### config.mk
export PLATFORM = sky130hd
export DESIGN_NAME = key_press_event_tracker_core
export DESIGN_NICKNAME = d
export VERILOG_FILES = /design/src/kpet_pkg.sv /design/src/key_press_event_tracker_core.sv /design/src/kpet_cfg_regs.sv /design/src/kpet_track.sv
export VERILOG_INCLUDE_DIRS = /design/src /design/src/src
export SDC_FILE = /design/constraint.sdc
export NUM_CORES = 1
export LEC_CHECK = 0
export ABC_AREA = 1
export BUFFER_PORTS_ARGS = -buffer_cell sky130_fd_sc_hd__buf_2
export CAP_MARGIN = 20
export CORE_ASPECT_RATIO = 0.75
export CORE_MARGIN = 5
export CORE_UTILIZATION = 60
export DETAILED_ROUTE_END_ITERATION = 10
export PLACE_DENSITY = 0.81
export SLEW_MARGIN = 20
export SYNTH_ARGS = -nofsm -noshare
export SYNTH_HDL_FRONTEND = slang
export SYNTH_SLANG_ARGS = --single-unit
### constraint.sdc
create_clock -name clk_i -period 6.45 [get_ports clk_i]
set_input_delay 1.29 -clock clk_i [delete_from_list [all_inputs] [get_ports clk_i]]
set_output_delay 1.29 -clock clk_i [all_outputs]
set_load 0.03 [all_outputs]
### src/key_press_event_tracker_core_defines.svh
// Assertion helpers used by the tracker RTL (kpet_track).
`ifndef KEY_PRESS_EVENT_TRACKER_CORE_DEFINES_SVH
`define KEY_PRESS_EVENT_TRACKER_CORE_DEFINES_SVH

// Sample on the rising clock edge and ignore cycles in reset.
`define KPET_CLK_RST @(posedge clk_i) disable iff (!rst_ni)

// Labeled concurrent assertion with an error message.
`define KPET_ASSERT(lbl, prop, msg) \
  lbl: assert property (`KPET_CLK_RST (prop)) else $error(msg);

`endif

### src/kpet_pkg.sv
package kpet_pkg;

  localparam int unsigned CFG_IDX_W = 3;
  localparam int unsigned CNT_W     = 10;
  localparam int unsigned WIN_W     = 8;
  localparam int unsigned CLICK_W   = 8;
  localparam int unsigned FLAG_W    = 4;

  localparam logic [CLICK_W-1:0] CLICK_MAX = '1;

  // Register reset values
  localparam logic [CNT_W-1:0] DOWN_TH_RST   = 10'd5;
  localparam logic [CNT_W-1:0] LONG_TH_RST   = 10'd50;
  localparam logic [CNT_W-1:0] CLAMP_RST     = 10'd10;
  localparam logic [CNT_W-1:0] REL_LIMIT_RST = 10'd200;
  localparam logic [CNT_W-1:0] CAP_RST       = 10'd1000;
  localparam logic [WIN_W-1:0] WINDOW_RST    = 8'd100;

  typedef enum logic [CFG_IDX_W-1:0] {
    CFG_IDLE      = 3'd0,
    CFG_DOWN_TH   = 3'd1,
    CFG_LONG_TH   = 3'd2,
    CFG_CLAMP     = 3'd3,
    CFG_REL_LIMIT = 3'd4,
    CFG_CAP       = 3'd5,
    CFG_WINDOW    = 3'd6
  } cfg_idx_e;

  typedef struct packed {
    logic [CNT_W-1:0] down_th;
    logic [CNT_W-1:0] long_th;
    logic [CNT_W-1:0] clamp;
    logic [CNT_W-1:0] rel_limit;
    logic [CNT_W-1:0] cap;
    logic [WIN_W-1:0] window;
  } kpet_cfg_t;

  typedef struct packed {
    logic long_ev;
    logic up;
    logic down;
    logic pressed;
  } kpet_flags_t;

endpackage

### src/key_press_event_tracker_core.sv
// Channel  | Direction | Contents (low bit first)
// s_axis   | in        | key_value, key_data, clear_flags
// m_axis   | out       | pressed, down_event, up_event, long_event,
//          |           | reported_value, reported_data, click_count
// cfg      | in        | write enable, register index, write data
//
// One item per cycle while m_axis accepts results; a taken item is held in the
// input register, then the tracker state, which doubles as result register.
// The tracker state update is the single stage of logic per item.
// rst_ni clears all tracker state and loads register defaults.
// A stalled m_axis holds the result and the input register; s_axis_tready
// drops only when both are full.
module key_press_event_tracker_core #(
  parameter int unsigned KEY_BITS  = 32,
  parameter int unsigned DATA_BITS = 8
) (
  input  logic                                   clk_i,
  input  logic                                   rst_ni,
  input  logic                                   s_axis_tvalid,
  output logic                                   s_axis_tready,
  // key_value, key_data, clear_flags, zero fill
  input  logic [((KEY_BITS+DATA_BITS+1+7)/8)*8-1:0]  s_axis_tdata,
  output logic                                   m_axis_tvalid,
  input  logic                                   m_axis_tready,
  // pressed, down_event, up_event, long_event, reported_value,
  // reported_data, click_count, zero fill
  output logic [((KEY_BITS+DATA_BITS+12+7)/8)*8-1:0] m_axis_tdata,
  input  logic                                   cfg_we_i,
  input  logic [kpet_pkg::CFG_IDX_W-1:0]         cfg_idx_i,
  input  logic [((KEY_BITS > 10) ? KEY_BITS : 10)-1:0] cfg_data_i
);

  localparam int unsigned CFG_W  = (KEY_BITS > 10) ? KEY_BITS : 10;
  localparam int unsigned VAL_LO = kpet_pkg::FLAG_W;
  localparam int unsigned DAT_LO = VAL_LO + KEY_BITS;
  localparam int unsigned CNT_LO = DAT_LO + DATA_BITS;

  logic                    in_valid_q;
  logic [KEY_BITS-1:0]     in_key_q;
  logic [DATA_BITS-1:0]    in_dat_q;
  logic                    in_clr_q;
  logic                    out_valid_q;
  logic                    out_free;
  logic                    step;
  logic                    in_fire;

  logic [KEY_BITS-1:0]          idle;
  kpet_pkg::kpet_cfg_t          cfg;
  kpet_pkg::kpet_flags_t        flags;
  logic [KEY_BITS-1:0]          rep_val;
  logic [DATA_BITS-1:0]         rep_dat;
  logic [kpet_pkg::CLICK_W-1:0] clicks;

  assign out_free      = !out_valid_q || m_axis_tready;
  assign step          = in_valid_q && out_free;
  assign s_axis_tready = !in_valid_q || step;
  assign in_fire       = s_axis_tvalid && s_axis_tready;

  always_ff @(posedge clk_i or negedge rst_ni) begin
    if (!rst_ni) begin
      in_valid_q  <= 1'b0;
      out_valid_q <= 1'b0;
    end else begin
      if (in_fire) begin
        in_valid_q <= 1'b1;
      end else if (step) begin
        in_valid_q <= 1'b0;
      end
      if (step) begin
        out_valid_q <= 1'b1;
      end else if (m_axis_tready) begin
        out_valid_q <= 1'b0;
      end
    end
  end

  always_ff @(posedge clk_i) begin
    if (in_fire) begin
      in_key_q <= s_axis_tdata[KEY_BITS-1:0];
      in_dat_q <= s_axis_tdata[KEY_BITS +: DATA_BITS];
      in_clr_q <= s_axis_tdata[KEY_BITS+DATA_BITS];
    end
  end

  kpet_cfg_regs #(
    .KEY_BITS (KEY_BITS),
    .CFG_W    (CFG_W)
  ) u_cfg (
    .clk_i  (clk_i),
    .rst_ni (rst_ni),
    .we_i   (cfg_we_i),
    .idx_i  (cfg_idx_i),
    .data_i (cfg_data_i),
    .idle_o (idle),
    .cfg_o  (cfg)
  );

  kpet_track #(
    .KEY_BITS  (KEY_BITS),
    .DATA_BITS (DATA_BITS)
  ) u_track (
    .clk_i   (clk_i),
    .rst_ni  (rst_ni),
    .step_i  (step),
    .key_i   (in_key_q),
    .data_i  (in_dat_q),
    .clr_i   (in_clr_q),
    .idle_i  (idle),
    .cfg_i   (cfg),
    .flags_o (flags),
    .value_o (rep_val),
    .data_o  (rep_dat),
    .count_o (clicks)
  );

  always_comb begin
    m_axis_tdata                               = '0;
    m_axis_tdata[0]                            = flags.pressed;
    m_axis_tdata[1]                            = flags.down;
    m_axis_tdata[2]                            = flags.up;
    m_axis_tdata[3]                            = flags.long_ev;
    m_axis_tdata[VAL_LO +: KEY_BITS]           = rep_val;
    m_axis_tdata[DAT_LO +: DATA_BITS]          = rep_dat;
    m_axis_tdata[CNT_LO +: kpet_pkg::CLICK_W]  = clicks;
  end

  assign m_axis_tvalid = out_valid_q;

endmodule

### src/kpet_cfg_regs.sv
module kpet_cfg_regs #(
  parameter int unsigned KEY_BITS = 32,
  parameter int unsigned CFG_W    = 32
) (
  input  logic                               clk_i,
  input  logic                               rst_ni,
  input  logic                               we_i,
  input  logic [kpet_pkg::CFG_IDX_W-1:0]     idx_i,
  input  logic [CFG_W-1:0]                   data_i,
  output logic [KEY_BITS-1:0]                idle_o,
  output kpet_pkg::kpet_cfg_t                cfg_o
);

  logic [KEY_BITS-1:0] idle_q;
  kpet_pkg::kpet_cfg_t cfg_q;

  always_ff @(posedge clk_i or negedge rst_ni) begin
    if (!rst_ni) begin
      idle_q          <= '0;
      cfg_q.down_th   <= kpet_pkg::DOWN_TH_RST;
      cfg_q.long_th   <= kpet_pkg::LONG_TH_RST;
      cfg_q.clamp     <= kpet_pkg::CLAMP_RST;
      cfg_q.rel_limit <= kpet_pkg::REL_LIMIT_RST;
      cfg_q.cap       <= kpet_pkg::CAP_RST;
      cfg_q.window    <= kpet_pkg::WINDOW_RST;
    end else if (we_i) begin
      unique case (kpet_pkg::cfg_idx_e'(idx_i))
        kpet_pkg::CFG_IDLE:      idle_q          <= data_i[KEY_BITS-1:0];
        kpet_pkg::CFG_DOWN_TH:   cfg_q.down_th   <= data_i[kpet_pkg::CNT_W-1:0];
        kpet_pkg::CFG_LONG_TH:   cfg_q.long_th   <= data_i[kpet_pkg::CNT_W-1:0];
        kpet_pkg::CFG_CLAMP:     cfg_q.clamp     <= data_i[kpet_pkg::CNT_W-1:0];
        kpet_pkg::CFG_REL_LIMIT: cfg_q.rel_limit <= data_i[kpet_pkg::CNT_W-1:0];
        kpet_pkg::CFG_CAP:       cfg_q.cap       <= data_i[kpet_pkg::CNT_W-1:0];
        kpet_pkg::CFG_WINDOW:    cfg_q.window    <= data_i[kpet_pkg::WIN_W-1:0];
        default: ;  // unmapped index: drop the write
      endcase
    end
  end

  assign idle_o = idle_q;
  assign cfg_o  = cfg_q;

endmodule

### src/kpet_track.sv
`include "key_press_event_tracker_core_defines.svh"

module kpet_track #(
  parameter int unsigned KEY_BITS  = 32,
  parameter int unsigned DATA_BITS = 8
) (
  input  logic                             clk_i,
  input  logic                             rst_ni,
  input  logic                             step_i,
  input  logic [KEY_BITS-1:0]              key_i,
  input  logic [DATA_BITS-1:0]             data_i,
  input  logic                             clr_i,
  input  logic [KEY_BITS-1:0]              idle_i,
  input  kpet_pkg::kpet_cfg_t              cfg_i,
  output kpet_pkg::kpet_flags_t            flags_o,
  output logic [KEY_BITS-1:0]              value_o,
  output logic [DATA_BITS-1:0]             data_o,
  output logic [kpet_pkg::CLICK_W-1:0]     count_o
);

  logic [KEY_BITS-1:0]           stable_q, stable_d;
  logic [KEY_BITS-1:0]           click_pat_q, click_pat_d;
  logic [kpet_pkg::CNT_W-1:0]    hold_q, hold_d;
  logic [kpet_pkg::CLICK_W-1:0]  cnt_q, cnt_d;
  logic [kpet_pkg::WIN_W-1:0]    timer_q, timer_d;
  logic [KEY_BITS-1:0]           val_q, val_d;
  logic [DATA_BITS-1:0]          dat_q, dat_d;
  kpet_pkg::kpet_flags_t         flags_q, flags_d;

  always_comb begin
    stable_d    = stable_q;
    click_pat_d = click_pat_q;
    hold_d      = hold_q;
    cnt_d       = cnt_q;
    timer_d     = timer_q;
    val_d       = val_q;
    dat_d       = dat_q;
    flags_d     = clr_i ? '0 : flags_q;

    if (key_i != idle_i) begin
      if (stable_q == key_i) begin
        // steady press: count hold ticks up to the cap
        flags_d.pressed = 1'b1;
        if (hold_q < cfg_i.cap) begin
          hold_d = hold_q + kpet_pkg::CNT_W'(1);
        end
        if (hold_d == cfg_i.down_th) begin
          flags_d.down = 1'b1;
        end
        if (hold_d == cfg_i.long_th) begin
          flags_d.long_ev = 1'b1;
        end
      end else begin
        // new pattern: extend or restart the click run
        if (click_pat_q == key_i) begin
          if (cnt_q < kpet_pkg::CLICK_MAX) begin
            cnt_d = cnt_q + kpet_pkg::CLICK_W'(1);
          end
        end else begin
          cnt_d   = kpet_pkg::CLICK_W'(1);
          timer_d = cfg_i.window;
        end
        stable_d    = key_i;
        val_d       = key_i;
        dat_d       = data_i;
        click_pat_d = key_i;
        if (hold_q > cfg_i.clamp) begin
          hold_d          = cfg_i.clamp;
          flags_d.long_ev = 1'b0;
        end
      end
    end else begin
      flags_d.pressed = 1'b0;
      if (stable_q != key_i) begin
        stable_d = key_i;
        if (hold_q > cfg_i.down_th && hold_q < cfg_i.rel_limit) begin
          flags_d.up = 1'b1;
        end
      end
      hold_d = '0;
    end

    // repeat window: close the run when the timer runs out
    if (timer_d != '0) begin
      timer_d = timer_d - kpet_pkg::WIN_W'(1);
      if (timer_d == '0) begin
        click_pat_d = idle_i;
      end
    end else begin
      cnt_d = '0;
    end
  end

  always_ff @(posedge clk_i or negedge rst_ni) begin
    if (!rst_ni) begin
      stable_q    <= '0;
      click_pat_q <= '0;
      hold_q      <= '0;
      cnt_q       <= '0;
      timer_q     <= '0;
      val_q       <= '0;
      dat_q       <= '0;
      flags_q     <= '0;
    end else if (step_i) begin
      stable_q    <= stable_d;
      click_pat_q <= click_pat_d;
      hold_q      <= hold_d;
      cnt_q       <= cnt_d;
      timer_q     <= timer_d;
      val_q       <= val_d;
      dat_q       <= dat_d;
      flags_q     <= flags_d;
    end
  end

  assign flags_o = flags_q;
  assign value_o = val_q;
  assign data_o  = dat_q;
  assign count_o = cnt_q;

  `KPET_ASSERT(a_idle_releases, step_i && key_i == idle_i |=> !flags_q.pressed && hold_q == '0, "idle key left press state")
  `KPET_ASSERT(a_new_latches, step_i && key_i != idle_i && key_i != stable_q |=> val_q == $past(key_i) && stable_q == $past(key_i), "new pattern not latched")
  `KPET_ASSERT(a_hold_state, !step_i |=> $stable(val_q) && $stable(cnt_q) && $stable(flags_q), "state moved without an item")

endmodule
==> impl_metrics.env <==
export IMPL_grt_met3_usage=0.0503
export IMPL_vdd_drop_max_uv=287
export IMPL_swShare=0.378
export IMPL_synthTopCellsByArea="dfrtp_1, nand2_1, edfxtp_1"
export IMPL_fin_crit_sh=0.665
export IMPL_detail_route_wl_per_cell_um=16.7
export IMPL_cts_tree="yes"
export IMPL_tightest_slew_ns=1.13
export IMPL_grt_pass1_vias=11300
export IMPL_setup_ws_ns=2.16
export IMPL_grt_use_met1=0.403
export IMPL_die_w_um=186
export IMPL_die_area_mm2=0.0264
export IMPL_synth_ff_type="dfrtp_1"
export IMPL_synthToLayoutAreaGrowth_pct=12.2
export IMPL_finalSetupViolCount=0
export IMPL_hold_start="in_dat_q[6]$_DFFE_PP_"
export IMPL_numPortBuffers=134
export IMPL_combPwrFrac=0.320
export IMPL_busiest_layer="met2"
export IMPL_overflow=0
export IMPL_slew_violations=0
export IMPL_cts_buffers=27
export IMPL_r2r_slack_ns=2.16
export IMPL_seqCellArea_mm2=0.00691
export IMPL_die_h_um=142
export IMPL_ys_types=45
export IMPL_whs_path_depth=2
export IMPL_via_per_inst=5.54
export IMPL_min_to="u_track.data_o[6]$_DFFE_PN0P_"
export IMPL_cts_setup_buffers=0
export IMPL_drt_wl_total_um=35600
export IMPL_maxSlewHeadroom=0.247
export IMPL_r2r_start="in_key_q[1]$_DFFE_PP_"
export IMPL_io_pins=146
export IMPL_synthArstFlopShare=0.846
export IMPL_gp_congestion=0.906
export IMPL_initial_utilization=0.607
export IMPL_ctsHoldBuffers=0
export IMPL_dpl_hpwl_um=23700
export IMPL_crit_fanout=33
export IMPL_switchingPower_mw=2.26
export IMPL_endpoint_kind="register"
export IMPL_hold_path_class="register to register"
export IMPL_tns_ns=0
export IMPL_clock_sinks=267
export IMPL_clk_latency_ns=0.54
export IMPL_p_leak_nw=7.81
export IMPL_ys_seq_area_frac=0.496
export IMPL_fin_crit_ns=4.29
export IMPL_fin_nets=1942
export IMPL_crit_type="register to register"
export IMPL_core_mm2=0.0229
export IMPL_grt_util_met2=0.417
export IMPL_status="completed"
export IMPL_worstPathArrival_ns=4.77
export IMPL_syn_area_mm2=0.0139
export IMPL_clk_pin_slew_ns=0.06
export IMPL_drc=0
export IMPL_cts_max_level=1
export IMPL_powerDensity_mw_per_mm2=382
export IMPL_fillers=1818
export IMPL_core_rowCount=48
export IMPL_critPathRequiredTime_ns=6.93
export IMPL_cts_resized=0
export IMPL_vias=11800
export IMPL_antenna_found_initial=0
export IMPL_clk_path_buf_depth=3
export IMPL_synth_top_area_cell="dfrtp_1"
export IMPL_detail_route_antenna_nets=0
export IMPL_max_freq_mhz=233
export IMPL_syn_area_per_cell_um2=8.15
export IMPL_p_int_mw=3.72
export IMPL_yosys_warnings=0
export IMPL_cap_violations=0
export IMPL_cts_root_buffer="clkbuf_16"
export IMPL_multi_input_area_mm2=0.00596
export IMPL_clock_power_share=0.271
export IMPL_ys_ff_latch=267
export IMPL_start_kind="register"
export IMPL_drt_pass1_iter_count=6
export IMPL_r2r_end="u_track.click_pat_q[22]$_DFFE_PN0P_"
export IMPL_drt_initial_drc_count=1214
export IMPL_drive_above_1_share=0.139
export IMPL_seqPwrFrac=0.408
export IMPL_grt_pass1_wl_um=57700
export IMPL_track_usage=0.271
export IMPL_synth_edf_count=41
export IMPL_reg2reg_depth=23
export IMPL_place_ws_ns=1.95
export IMPL_hold_violations=0
export IMPL_num_antenna_cells=0
export IMPL_netlist_area_leader_share=0.372
export IMPL_syn_inst=1708
export IMPL_clock_skew_ns=0.0200
export IMPL_rsz0062_at_grt="no"
export IMPL_grt_max_degree=183
## placed cells by master, fill, tap and decap left out, drive strengths merged, types with 5 or more instances in the layout
| cell type | count |
|---|---|
| nand2 | 549 |
| nor3 | 6 |
| xnor2 | 65 |
| clkinv | 13 |
| nor2 | 101 |
| inv | 193 |
| nand3 | 60 |
| dfrtp | 207 |
| dfstp | 19 |
| nand4 | 53 |
| clkbuf | 33 |
| a21oi | 40 |
| o22ai | 10 |
| nor4 | 5 |
| buf | 141 |
| xor2 | 19 |
| ha | 43 |
| o21ai | 200 |
| edfxtp | 41 |
## cell families (layout without fill, tap and decap cells)
logic type               count (synthesis)  in the layout  share of synthesized area
XOR/XNOR                                84             84                     0.0528
AND/OR/NAND/NOR                        779            779                      0.233
flip-flops                             267            267                      0.496
other                                    1              4                   0.000269
AO/OA/AOI/OAI                          269            269                      0.101
buffers and inverters                  265            386                     0.0775
adder cells (fa/ha/maj)                 43             43                     0.0386
## worst max path at each step
stage | cells past startpoint | from | end
6_report | 23 | in_key_q[1]$_DFFE_PP_ | u_track.click_pat_q[22]$_DFFE_PN0P_
5_1_grt | 23 | in_key_q[30]$_DFFE_PP_ | u_track.click_pat_q[30]$_DFFE_PN0P_
3_5_place_dp | 10 | m_axis_tready | u_track.value_o[22]$_DFFE_PN0P_
3_3_place_gp | 11 | m_axis_tready | u_track.value_o[14]$_DFFE_PN0P_
2_1_floorplan | 4 | m_axis_tready | in_clr_q$_DFFE_PP_
4_1_cts | 23 | in_key_q[30]$_DFFE_PP_ | u_track.click_pat_q[30]$_DFFE_PN0P_
## worst max-delay path, cell delays in order, from the launching register on
cell and delay (ns):
edfxtp_1 0.54, inv_2 0.15, nand2_1 0.06, nand2_1 0.05
nand2_1 0.07, nor2_1 0.10, nand2_1 0.06, nor2_1 0.21
nand2_2 0.24, nand3_2 0.31, nand2_1 0.12, nand2_1 0.16
ha_1 0.22, inv_1 0.07, nor2_2 0.17, nand3_1 0.10
nand2_1 0.10, nand3_1 0.12, nor2_4 0.09, buf_4 0.39
nand3_4 0.47, nand2_1 0.22, nand3_1 0.09, nand2_1 0.11
## per-layer routing
layer,up-vias,part of all wire
met5,-,0
met4,0,0.023
met3,51,0.094
met2,508,0.44
met1,5551,0.44
li1,5698,-
## synth_stat cells, types with 3 or more instances
master	number
nand2_1	542
dfrtp_1	207
o21ai_0	197
inv_1	167
nor2_1	90
xnor2_1	65
nand3_1	58
nand4_1	52
ha_1	43
clkbuf_1	41
edfxtp_1	41
a21oi_1	40
inv_2	26
dfstp_2	19
xor2_1	19
buf_2	11
buf_4	11
o22ai_1	10
nor2_2	8
nand2_2	7
nor3_1	6
nor4_1	5
buf_6	4
o211ai_1	4
buf_1	3
nor2_4	3
o21a_1	3
o21ai_1	3
## power by group through the flow
stage | Sequential (mW) | Clock [mW] | Combinational, mW
finish | 2.44 | 1.62 | 1.91
global route | 2.48 | 1.71 | 2.17
CTS | 2.43 | 1.63 | 1.90
detailed placement | 2.45 | 0 | 1.88
global placement | 2.44 | 0 | 1.82
floorplan | 2.50 | 0 | 1.27
## cell type report
cell class	instances	share of cell area
well taps	300	0.0240
repair buffers	141	0.0477
multi-input cells	1179	0.381
clock inverters	17	0.0120
clock buffers	33	0.0459
flip-flops and latches	267	0.442
inverters	195	0.0469
## registers in the layout, summed over array words and instances (netlist names), 4 cells and up
signal / cells
u_cfg.cfg_o: 58
u_track.click_pat_q: 32
u_track.stable_q: 32
u_track.hold_q: 10
u_track.data_o: 8
in_dat_q: 8
u_track.flags_o: 4
u_track.value_o: 32
u_track.timer_q: 8
u_track.count_o: 8
in_key_q: 32
u_cfg.idle_o: 32
## stage by stage
step | util | power, mW | hold WS (ns) | area (um2) | instances
3_5_place_dp | 0.642 | 4.33 | 0.435 | 14700 | 2082
4_1_cts | 0.681 | 5.97 | 0.449 | 15600 | 2132
2_1_floorplan | - | 3.77 | 0.426 | 13900 | 1711
3_3_place_gp | 0.642 | 4.25 | 0.431 | 14700 | 2082
6_report | 0.681 | 5.97 | 0.446 | 15600 | 2132
5_1_grt | 0.681 | 6.36 | 0.478 | 15600 | 2132
Note: power is estimated with default switching activity, not from simulation.
